==> config.mk <==
export PLATFORM = sky130hd
export DESIGN_NAME = sensor_response_frame_checker_top
export DESIGN_NICKNAME = d
export VERILOG_FILES = /design/src/srfc_pkg.sv /design/src/sensor_response_frame_checker_top.sv
export SDC_FILE = /design/constraint.sdc
export NUM_CORES = 1
export LEC_CHECK = 0
export ABC_CLOCK_PERIOD_IN_PS = 23100
export BUFFER_PORTS_ARGS = -buffer_cell sky130_fd_sc_hd__buf_2
export CORE_ASPECT_RATIO = 1.4
export CORE_MARGIN = 3
export CORE_UTILIZATION = 40
export DETAILED_ROUTE_END_ITERATION = 8
export PLACE_DENSITY = 0.69
export SYNTH_ARGS = -nofsm -noshare
export SYNTH_HDL_FRONTEND = slang
export SYNTH_SLANG_ARGS = --single-unit
==> constraint.sdc <==
create_clock -name clk -period 23.1 [get_ports clk]
set_clock_uncertainty 0.05 [all_clocks]
set_input_delay 0 -clock clk [delete_from_list [all_inputs] [get_ports clk]]
set_output_delay 0 -clock clk [all_outputs]
set_load 0.02 [all_outputs]
==> src/srfc_pkg.sv <==
// Shared types and constants for the sensor response frame checker.
package srfc_pkg;

	localparam int FrameBytes   = 30;
	localparam int CrcBytes     = 28;
	localparam int CaptureFirst = 8;
	localparam int CaptureBytes = 20;
	localparam int PosWidth     = 5;

	localparam logic [15:0] CRC_INIT      = 16'hFFFF;
	localparam logic [15:0] CRC_POLY_REFL = 16'hA001;
	localparam logic [7:0]  HEADER_FIRST  = 8'h52;
	localparam logic [7:0]  HEADER_SECOND = 8'h42;
	localparam logic [15:0] EXPECTED_LEN  = 16'd26;

	localparam logic [PosWidth-1:0] POS_HEADER_0 = PosWidth'(0);
	localparam logic [PosWidth-1:0] POS_HEADER_1 = PosWidth'(1);
	localparam logic [PosWidth-1:0] POS_LEN_LO   = PosWidth'(2);
	localparam logic [PosWidth-1:0] POS_LEN_HI   = PosWidth'(3);
	localparam logic [PosWidth-1:0] POS_CAP_LO   = PosWidth'(CaptureFirst);
	localparam logic [PosWidth-1:0] POS_CRC_LO   = PosWidth'(CrcBytes);
	localparam logic [PosWidth-1:0] POS_LAST     = PosWidth'(FrameBytes - 1);

	localparam logic [1:0] STATUS_OK         = 2'd0;
	localparam logic [1:0] STATUS_BAD_HEADER = 2'd1;
	localparam logic [1:0] STATUS_BAD_LENGTH = 2'd2;
	localparam logic [1:0] STATUS_BAD_CRC    = 2'd3;

	typedef struct packed {
		logic [7:0] data_byte;
		logic       restart;
	} in_item_t;

	typedef struct packed {
		logic [1:0]  status;
		logic [15:0] temperature_raw;
		logic [15:0] humidity_raw;
		logic [15:0] light_raw;
		logic [31:0] pressure_raw;
		logic [15:0] noise_raw;
		logic [15:0] tvoc_raw;
		logic [15:0] co2_raw;
		logic [15:0] discomfort_raw;
		logic [15:0] heat_stroke_raw;
	} out_item_t;

endpackage

==> src/sensor_response_frame_checker_top.sv <==
// Frame checker: byte intake, CRC-16 update, field capture and result register.
//
// channel | dir | handshake          | payload
// in      | in  | in_valid/in_ready  | in_item  (data_byte, restart)
// out     | out | out_valid/out_ready| out_item (status, nine raw fields)
//
// One byte per cycle while no stalled result holds intake: a byte sits in the
// input register, where the bytewise CRC update (eight shift steps) and the checks
// run, then the frame's last byte (byte 29) loads the result register and sets out_valid.
// Reset clears position, flags, CRC and valid bits; capture registers need none.
// A result stalled at the output holds intake only when another result is due.
module sensor_response_frame_checker_top (
	input  logic                clk,
	input  logic                arst_n,
	input  logic                in_valid,
	output logic                in_ready,
	input  srfc_pkg::in_item_t  in_item,
	output logic                out_valid,
	input  logic                out_ready,
	output srfc_pkg::out_item_t out_item
);
	import srfc_pkg::*;

	function automatic logic [15:0] crc_byte(input logic [15:0] crc_in, input logic [7:0] b);
		logic [15:0] c;
		c = crc_in ^ {8'h00, b};
		for (int i = 0; i < 8; i++) begin
			if (c[0]) begin
				c = (c >> 1) ^ CRC_POLY_REFL;
			end else begin
				c = c >> 1;
			end
		end
		return c;
	endfunction

	logic                valid_s1;
	in_item_t            item_s1;
	logic [PosWidth-1:0] pos_q;
	logic [15:0]         crc_q;
	logic                header_bad_q;
	logic                length_bad_q;
	logic [7:0]          len_lo_q;
	logic [7:0]          crc_lo_q;
	logic [7:0]          cap_q [CaptureBytes];
	logic                out_valid_q;
	out_item_t           out_item_q;

	logic [PosWidth-1:0] pos;
	logic [PosWidth-1:0] cap_idx;
	logic [15:0]         crc_base;
	logic                hb_base;
	logic                lb_base;
	logic                hb_next;
	logic                lb_next;
	logic                last;
	logic                stall_s1;
	logic                advance;
	logic [1:0]          status;

	// restart drops the partial frame before this byte is taken
	always_comb begin
		pos      = item_s1.restart ? POS_HEADER_0 : pos_q;
		crc_base = item_s1.restart ? CRC_INIT : crc_q;
		hb_base  = item_s1.restart ? 1'b0 : header_bad_q;
		lb_base  = item_s1.restart ? 1'b0 : length_bad_q;
		cap_idx  = pos - POS_CAP_LO;
		last     = (pos == POS_LAST);
		hb_next  = hb_base;
		lb_next  = lb_base;
		if (pos == POS_HEADER_0 && item_s1.data_byte != HEADER_FIRST) begin
			hb_next = 1'b1;
		end
		if (pos == POS_HEADER_1 && item_s1.data_byte != HEADER_SECOND) begin
			hb_next = 1'b1;
		end
		if (pos == POS_LEN_HI && {item_s1.data_byte, len_lo_q} != EXPECTED_LEN) begin
			lb_next = 1'b1;
		end
		priority if (hb_base) begin
			status = STATUS_BAD_HEADER;
		end else if (lb_base) begin
			status = STATUS_BAD_LENGTH;
		end else if ({item_s1.data_byte, crc_lo_q} != crc_base) begin
			status = STATUS_BAD_CRC;
		end else begin
			status = STATUS_OK;
		end
	end

	assign stall_s1 = valid_s1 && last && out_valid_q && !out_ready;
	assign advance  = valid_s1 && !stall_s1;
	assign in_ready = !stall_s1;

	always_ff @(posedge clk or negedge arst_n) begin
		if (!arst_n) begin
			valid_s1 <= 1'b0;
		end else if (in_ready) begin
			valid_s1 <= in_valid;
		end
	end

	always_ff @(posedge clk) begin
		if (in_ready && in_valid) begin
			item_s1 <= in_item;
		end
	end

	// frame state advances once per byte leaving the input register
	always_ff @(posedge clk or negedge arst_n) begin
		if (!arst_n) begin
			pos_q        <= POS_HEADER_0;
			crc_q        <= CRC_INIT;
			header_bad_q <= 1'b0;
			length_bad_q <= 1'b0;
		end else if (advance) begin
			if (last) begin
				pos_q        <= POS_HEADER_0;
				crc_q        <= CRC_INIT;
				header_bad_q <= 1'b0;
				length_bad_q <= 1'b0;
			end else begin
				pos_q        <= pos + PosWidth'(1);
				crc_q        <= (pos < POS_CRC_LO) ? crc_byte(crc_base, item_s1.data_byte)
				                                   : crc_base;
				header_bad_q <= hb_next;
				length_bad_q <= lb_next;
			end
		end
	end

	always_ff @(posedge clk) begin
		if (advance) begin
			if (pos == POS_LEN_LO) begin
				len_lo_q <= item_s1.data_byte;
			end
			if (pos == POS_CRC_LO) begin
				crc_lo_q <= item_s1.data_byte;
			end
			if (pos >= POS_CAP_LO && pos < POS_CRC_LO) begin
				cap_q[cap_idx] <= item_s1.data_byte;
			end
		end
	end

	always_ff @(posedge clk or negedge arst_n) begin
		if (!arst_n) begin
			out_valid_q <= 1'b0;
		end else if (advance && last) begin
			out_valid_q <= 1'b1;
		end else if (out_ready) begin
			out_valid_q <= 1'b0;
		end
	end

	always_ff @(posedge clk) begin
		if (advance && last) begin
			out_item_q.status          <= status;
			out_item_q.temperature_raw <= {cap_q[1], cap_q[0]};
			out_item_q.humidity_raw    <= {cap_q[3], cap_q[2]};
			out_item_q.light_raw       <= {cap_q[5], cap_q[4]};
			out_item_q.pressure_raw    <= {cap_q[9], cap_q[8], cap_q[7], cap_q[6]};
			out_item_q.noise_raw       <= {cap_q[11], cap_q[10]};
			out_item_q.tvoc_raw        <= {cap_q[13], cap_q[12]};
			out_item_q.co2_raw         <= {cap_q[15], cap_q[14]};
			out_item_q.discomfort_raw  <= {cap_q[17], cap_q[16]};
			out_item_q.heat_stroke_raw <= {cap_q[19], cap_q[18]};
		end
	end

	assign out_valid = out_valid_q;
	assign out_item  = out_item_q;

endmodule

# ---- Word-level counts from Yosys, hierarchy flattened
# Memory sizes are Yosys's and may differ from the RTL's. A register that Yosys moved wholly into a read port is not among the register bits.
# Index checks and enable logic that the tools add are counted.
dict set report word_totals {
  regBits 52
  mem_bits_rw 160
  input_bits 13
  out_inout_bits 164
  word_cells 91
  memories 1
}
dict set report op_classes {
  addsub 2
  order_cmp 2
  eq_ne 9
  muxes 41
  bitwise_logic 9
  n_reduce_logical 16
}
# memory words width read_ports rd_ports_with_merged_regs wr line_no
set mem_list {}
lappend mem_list {cap_q 20 8 20 20 1 sensor_response_frame_checker_top.sv:45} ;# logic [7:0] cap_q [CaptureBytes];
# cell count
set op_table {}
lappend op_table {{two-way mux 16 bit} 25}
lappend op_table {{inverter 2 -> 3 bit} 8}
lappend op_table {{inequality test 16 bit} 1}
lappend op_table {{inequality test 16 x 5 -> 1 bit, second input constant} 1}
lappend op_table {{inequality test 8 x 7 -> 1 bit, second input constant} 2}
lappend op_table {{XOR 16 x 8 -> 16 bit} 1}
lappend op_table {{two-way mux 1 bit} 12}
lappend op_table {{== test 5 x 2 -> 1 bit, second input constant} 2}
lappend op_table {{== test 5 bit, second input constant} 2}
lappend op_table {{logical AND 1 bit} 10}
lappend op_table {{two-way mux 5 bit} 2}
lappend op_table {{adder 5 x 1 -> 5 bit, second input constant} 1}
lappend op_table {{== test 5 x 1 -> 1 bit, second input constant} 1}
lappend op_table {{greater-or-equal comparator 5 x 4 -> 1 bit, second input constant} 1}
lappend op_table {{zero test 5 bit} 1}
lappend op_table {{< comparator 5 bit, second input constant} 1}
lappend op_table {{subtractor 5 x 4 -> 5 bit, second input constant} 1}
lappend op_table {{two-way mux 2 bit} 2}
lappend op_table {{AND reduction 2 bit} 2}
lappend op_table {{zero test 1 bit} 2}
lappend op_table {{nonzero test 2 bit} 1}

# ---- Depth between registers and ports, before layout
dict set report depth {
  ltp_word 36
  ltp_mapped 11
  ltp_nobuf 10
}

# ---- Least setup slack after synthesis
# Ideal clock, no wire load.
dict set report synth_timing {
  path_kind {reg2reg}
  startpoint {register item_s1[0] (netlist bit)}
  endpoint {register, netlist name out_item[0]}
  setup_ps 687
  arrival_ps 8434
  required_time_ps 22363
  setup_slack_ps 13929
  stages_incl_launch_ff 10
  path_buffers 2
  synth_period_minus_slack_ps 9171
  cell_sequence {edfxtp_1 > buf_4 > clkinv_1 > clkbuf_1 > nand2_1 > ha_1 > nand2_1 > nor2_1 > nand3_1 > nor2_1}
}
dict set report synth_via {
  elab_chain_len 8
}
# element line_no
set synth_rtl {}
lappend synth_rtl {{from (decl)} sensor_response_frame_checker_top.sv:38} ;# in_item_t item_s1;
lappend synth_rtl {{from (signal assigned)} sensor_response_frame_checker_top.sv:105} ;# item_s1 <= in_item;
lappend synth_rtl {{two-way mux 5 bit (*)} sensor_response_frame_checker_top.sv:63} ;# pos = item_s1.restart ? POS_HEADER_0 : pos_q;
lappend synth_rtl {{== test 5 bit (*)} sensor_response_frame_checker_top.sv:68} ;# last = (pos == POS_LAST);
lappend synth_rtl {{logical AND 1 bit (3 in series)} sensor_response_frame_checker_top.sv:91} ;# assign stall_s1 = valid_s1 && last && out_valid_q && !out_ready;
lappend synth_rtl {{zero test 1 bit} sensor_response_frame_checker_top.sv:92} ;# assign advance = valid_s1 && !stall_s1;
lappend synth_rtl {{logical AND 1 bit} sensor_response_frame_checker_top.sv:92}
lappend synth_rtl {{logical AND 1 bit (*)} sensor_response_frame_checker_top.sv:157} ;# if (advance && last) begin
# Mark *: on every way between the ends. The rest lies on a longest branch, timed or not.
# A chain may end at the register's enable or synchronous reset.

# ---- Worst setup path after layout
dict set report layout_timing {
  startpoint {register item_s1[0] (netlist bit)}
  endpoint {register, netlist name out_item[104]}
}
dict set report layout_via {
  elab_chain_len 8
}
# element line_no
set layout_rtl {}
lappend layout_rtl {{two-way mux 5 bit (*)} sensor_response_frame_checker_top.sv:63}
lappend layout_rtl {{== test 5 bit (*)} sensor_response_frame_checker_top.sv:68}
lappend layout_rtl {{logical AND 1 bit (3 in series)} sensor_response_frame_checker_top.sv:91}
lappend layout_rtl {{zero test 1 bit} sensor_response_frame_checker_top.sv:92}
lappend layout_rtl {{logical AND 1 bit} sensor_response_frame_checker_top.sv:92}
lappend layout_rtl {{logical AND 1 bit (*)} sensor_response_frame_checker_top.sv:157}
# Marks and branches as above.

==> impl_metrics.json <==
{
  "outcome": "completed",
  "vias": 6224,
  "slew_violations": 0,
  "crit_chain": "buf_4 > clkinv_1 > nand2_1 > ha_1 > nand2_1 > nor2_1 > nand3_1 > nor2_4 > buf_4",
  "synth_edf_count": 347,
  "row_count": 76,
  "synth.cell_area_mm2": 0.0127,
  "leakagePower_nw": 5.19,
  "grt_max_degree": 68,
  "first_pass_iters": 4,
  "drcViolationCount": 0,
  "min_period_ns": 4.53,
  "slowest_delay_ns": 0.88,
  "fillers": 2516,
  "floorplan.core_area_mm2": 0.0310,
  "yosysTopAreaCell": "edfxtp_1",
  "die-area_mm2": 0.0339,
  "cts_setup_buffers": 0,
  "io_pins": 177,
  "critPathLaunchType": "flip-flop",
  "clock_path_buffers": 3,
  "hold_viol_final": 0,
  "fin_setup_tns_ns": 0,
  "hold_ws_ns": 0.117,
  "wl_per_cell_um": 20.1,
  "dieHeight_um": 217,
  "cp_num_buf_inv": 3,
  "drt_iter0_drc": 511,
  "syn_inst": 633,
  "instances_no_fill": 1257,
  "tightest_slew_ns": 1.30,
  "cts_tree": "done",
  "rsz0062_at_grt": "false",
  "dp.cells": 1188,
  "worstSetupPathType": "reg -> reg",
  "cts_root_buf": "clkbuf_16",
  "crit_family": "buffers and inverters",
  "synth_seq_area_share_pct": 87.2,
  "place.gp.congestion": 0.825,
  "grt_pass1_vias": 6305,
  "antenna_cells": 0,
  "cp-end-kind": "flip-flop",
  "initial_core_util_pct": 41.0,
  "clkSlewWorstSetupHoldPaths_ns": 0.06,
  "maxSlewHeadroom_pct": 12.9,
  "post-route-period-util_pct": 19.6,
  "timing.critical_path.required_ns": 23.22,
  "p_total_mw": 1.38,
  "multi_input_area_mm2": 0.00149,
  "worst_path_max_delay_cell": "nor2_4",
  "io_buffers": 176,
  "crit_fanout": 67,
  "grtUsageTotal_pct": 14.5,
  "post_cts_resized": 0,
  "vdd_ir_drop_max_v": 0.0000578,
  "synth_fp_nets": 650,
  "clk_latency_ns": 0.55,
  "ys_ff_latch": 372,
  "cts_hold_buf": 13,
  "hpwl_um": 16000,
  "overflow": 0,
  "hold_path.class": "in -> reg",
  "maxCapViolCount": 0,
  "htreeDepth": 1,
  "postLayoutCoreUtil_pct": 48.9,
  "p_per_area_mw_per_mm2": 91.1,
  "drive_above_1_share_pct": 29.8,
  "setup_violations": 0,
  "syn2layout_area_growth_pct": 19.4,
  "nNetsFinal": 861,
  "synth_top_area_share_pct": 82.1,
  "drtAntennaViolNets": 0,
  "synth.distinct_cells": 50,
  "synth_area_per_cell_um2": 20.1,
  "synthFlopType": "edfxtp_1",
  "antenna_found_initial": 0,
  "cts.sinks": 372,
  "die_w_um": 157,
  "grt_pass1_wl_um": 37100,
  "synthTopCellsByArea": "edfxtp_1, dfstp_2, dfrtp_1, xnor2_1, nor2_1",
  "fmax_ghz": 0.221,
  "via_per_inst": 4.95,
  "cts_buffers": 31,
  "cp.arrival_ns": 4.65,
  "yosysWarningCount": 0,
  "routed_wl_um": 25200,
  "synth-async-reset-ratio_pct": 6.72,
  "ff_latch_area_mm2": 0.0111
}
-- routing by layer --
| layer | vias up | global-route usage (%) | wire (µm) |
|---|---|---|---|
| li1 | 2866 | - | - |
| met1 | 3124 | 15.9 | 9160 |
| met2 | 181 | 28.0 | 14300 |
| met3 | 53 | 1.97 | 1020 |
| met4 | 0 | 4.96 | 747 |
| met5 | - | 0 | 0 |
-- worst paths after layout --
check / start / to / slack, ns / depth (start not counted)
max in group asynchronous: arst_n / pos_q[0] / 21.80 / 3
min in group asynchronous: arst_n / crc_q[11] / 0.19 / 2
setup reg to reg: item_s1[0] / out_item[104] / 18.57 / 9
setup / recovery: item_s1[0] / out_item[104] / 18.57 / 9
hold / removal: in_item[6] / item_s1[6] / 0.12 / 2
hold reg to reg: cap_q[1][5] / out_item[157] / 0.36 / 0
-- logic make-up (layout without fill, tap and decap cells) --
kind of cell	count (synthesis)	after routing	synth area share, %
simple gates	116	116	4.56
mux	2	2	0.158
compound gates	72	72	3.69
buf+inv	30	264	1.14
flops	372	372	87.2
fa+ha+maj	4	4	0.394
xor+xnor	37	37	2.90
-- stage by stage --
step	instance area (µm²)	worst slack (ns)
finish	15200	18.57
global route	15200	18.24
CTS	15200	18.58
detailed placement	14000	18.62
global placement	14000	18.80
floorplan	12700	13.93
-- layout make-up --
| type | count | share of cell area (%) |
|---|---|---|
| Multi-Input combinational cell | 231 | 9.85 |
| Clock inverter | 19 | 1.21 |
| Sequential cell | 372 | 73.0 |
| Clock buffer | 37 | 5.27 |
| Tap cell | 390 | 3.22 |
| Inverter | 7 | 0.173 |
| Timing Repair Buffer | 201 | 7.27 |
-- cell usage in the layout, fill, tap and decap left out, types with 12 or more instances in the layout --
cell type | Yosys | layout
nor3_1 | 15 | 15
a21oi_1 | 17 | 17
nand2_1 | 26 | 26
nor2_1 | 34 | 33
dlygate4sd3_1 | 0 | 13
buf_4 | 1 | 12
dfstp_2 | 16 | 16
xnor2_1 | 24 | 24
clkbuf_16 | 0 | 31
o21ai_0 | 14 | 14
edfxtp_1 | 347 | 347
buf_2 | 11 | 176
-- power breakdown --
| group | switching, mW | internal, mW | total [mW] |
|---|---|---|---|
| clock network | 0.224 | 0.280 | 0.504 |
| logic | 0.0515 | 0.0483 | 0.0998 |
| registers | 0.0216 | 0.755 | 0.776 |
-- registers in the layout, summed over array words and instances (netlist names) --
register,count
cap_q,160
crc_lo_q,8
crc_q,16
header_bad_q,1
item_s1,9
len_lo_q,8
length_bad_q,1
out_item,162
out_valid,1
pos_q,5
valid_s1,1
-- Yosys cell counts (all sizes together), types with 4 or more instances --
cell type	n
a31oi	7
inv	6
nor3	15
edfxtp	347
ha	4
o22a	9
nand3	8
dfstp	16
buf	14
nor2b	4
xnor2	26
nand2	26
and3	5
o22ai	8
dfrtp	9
a21oi	17
nor2	36
clkbuf	9
xor2	9
nor4	5
o21ai	14
Power figures use the tool's default switching activity.
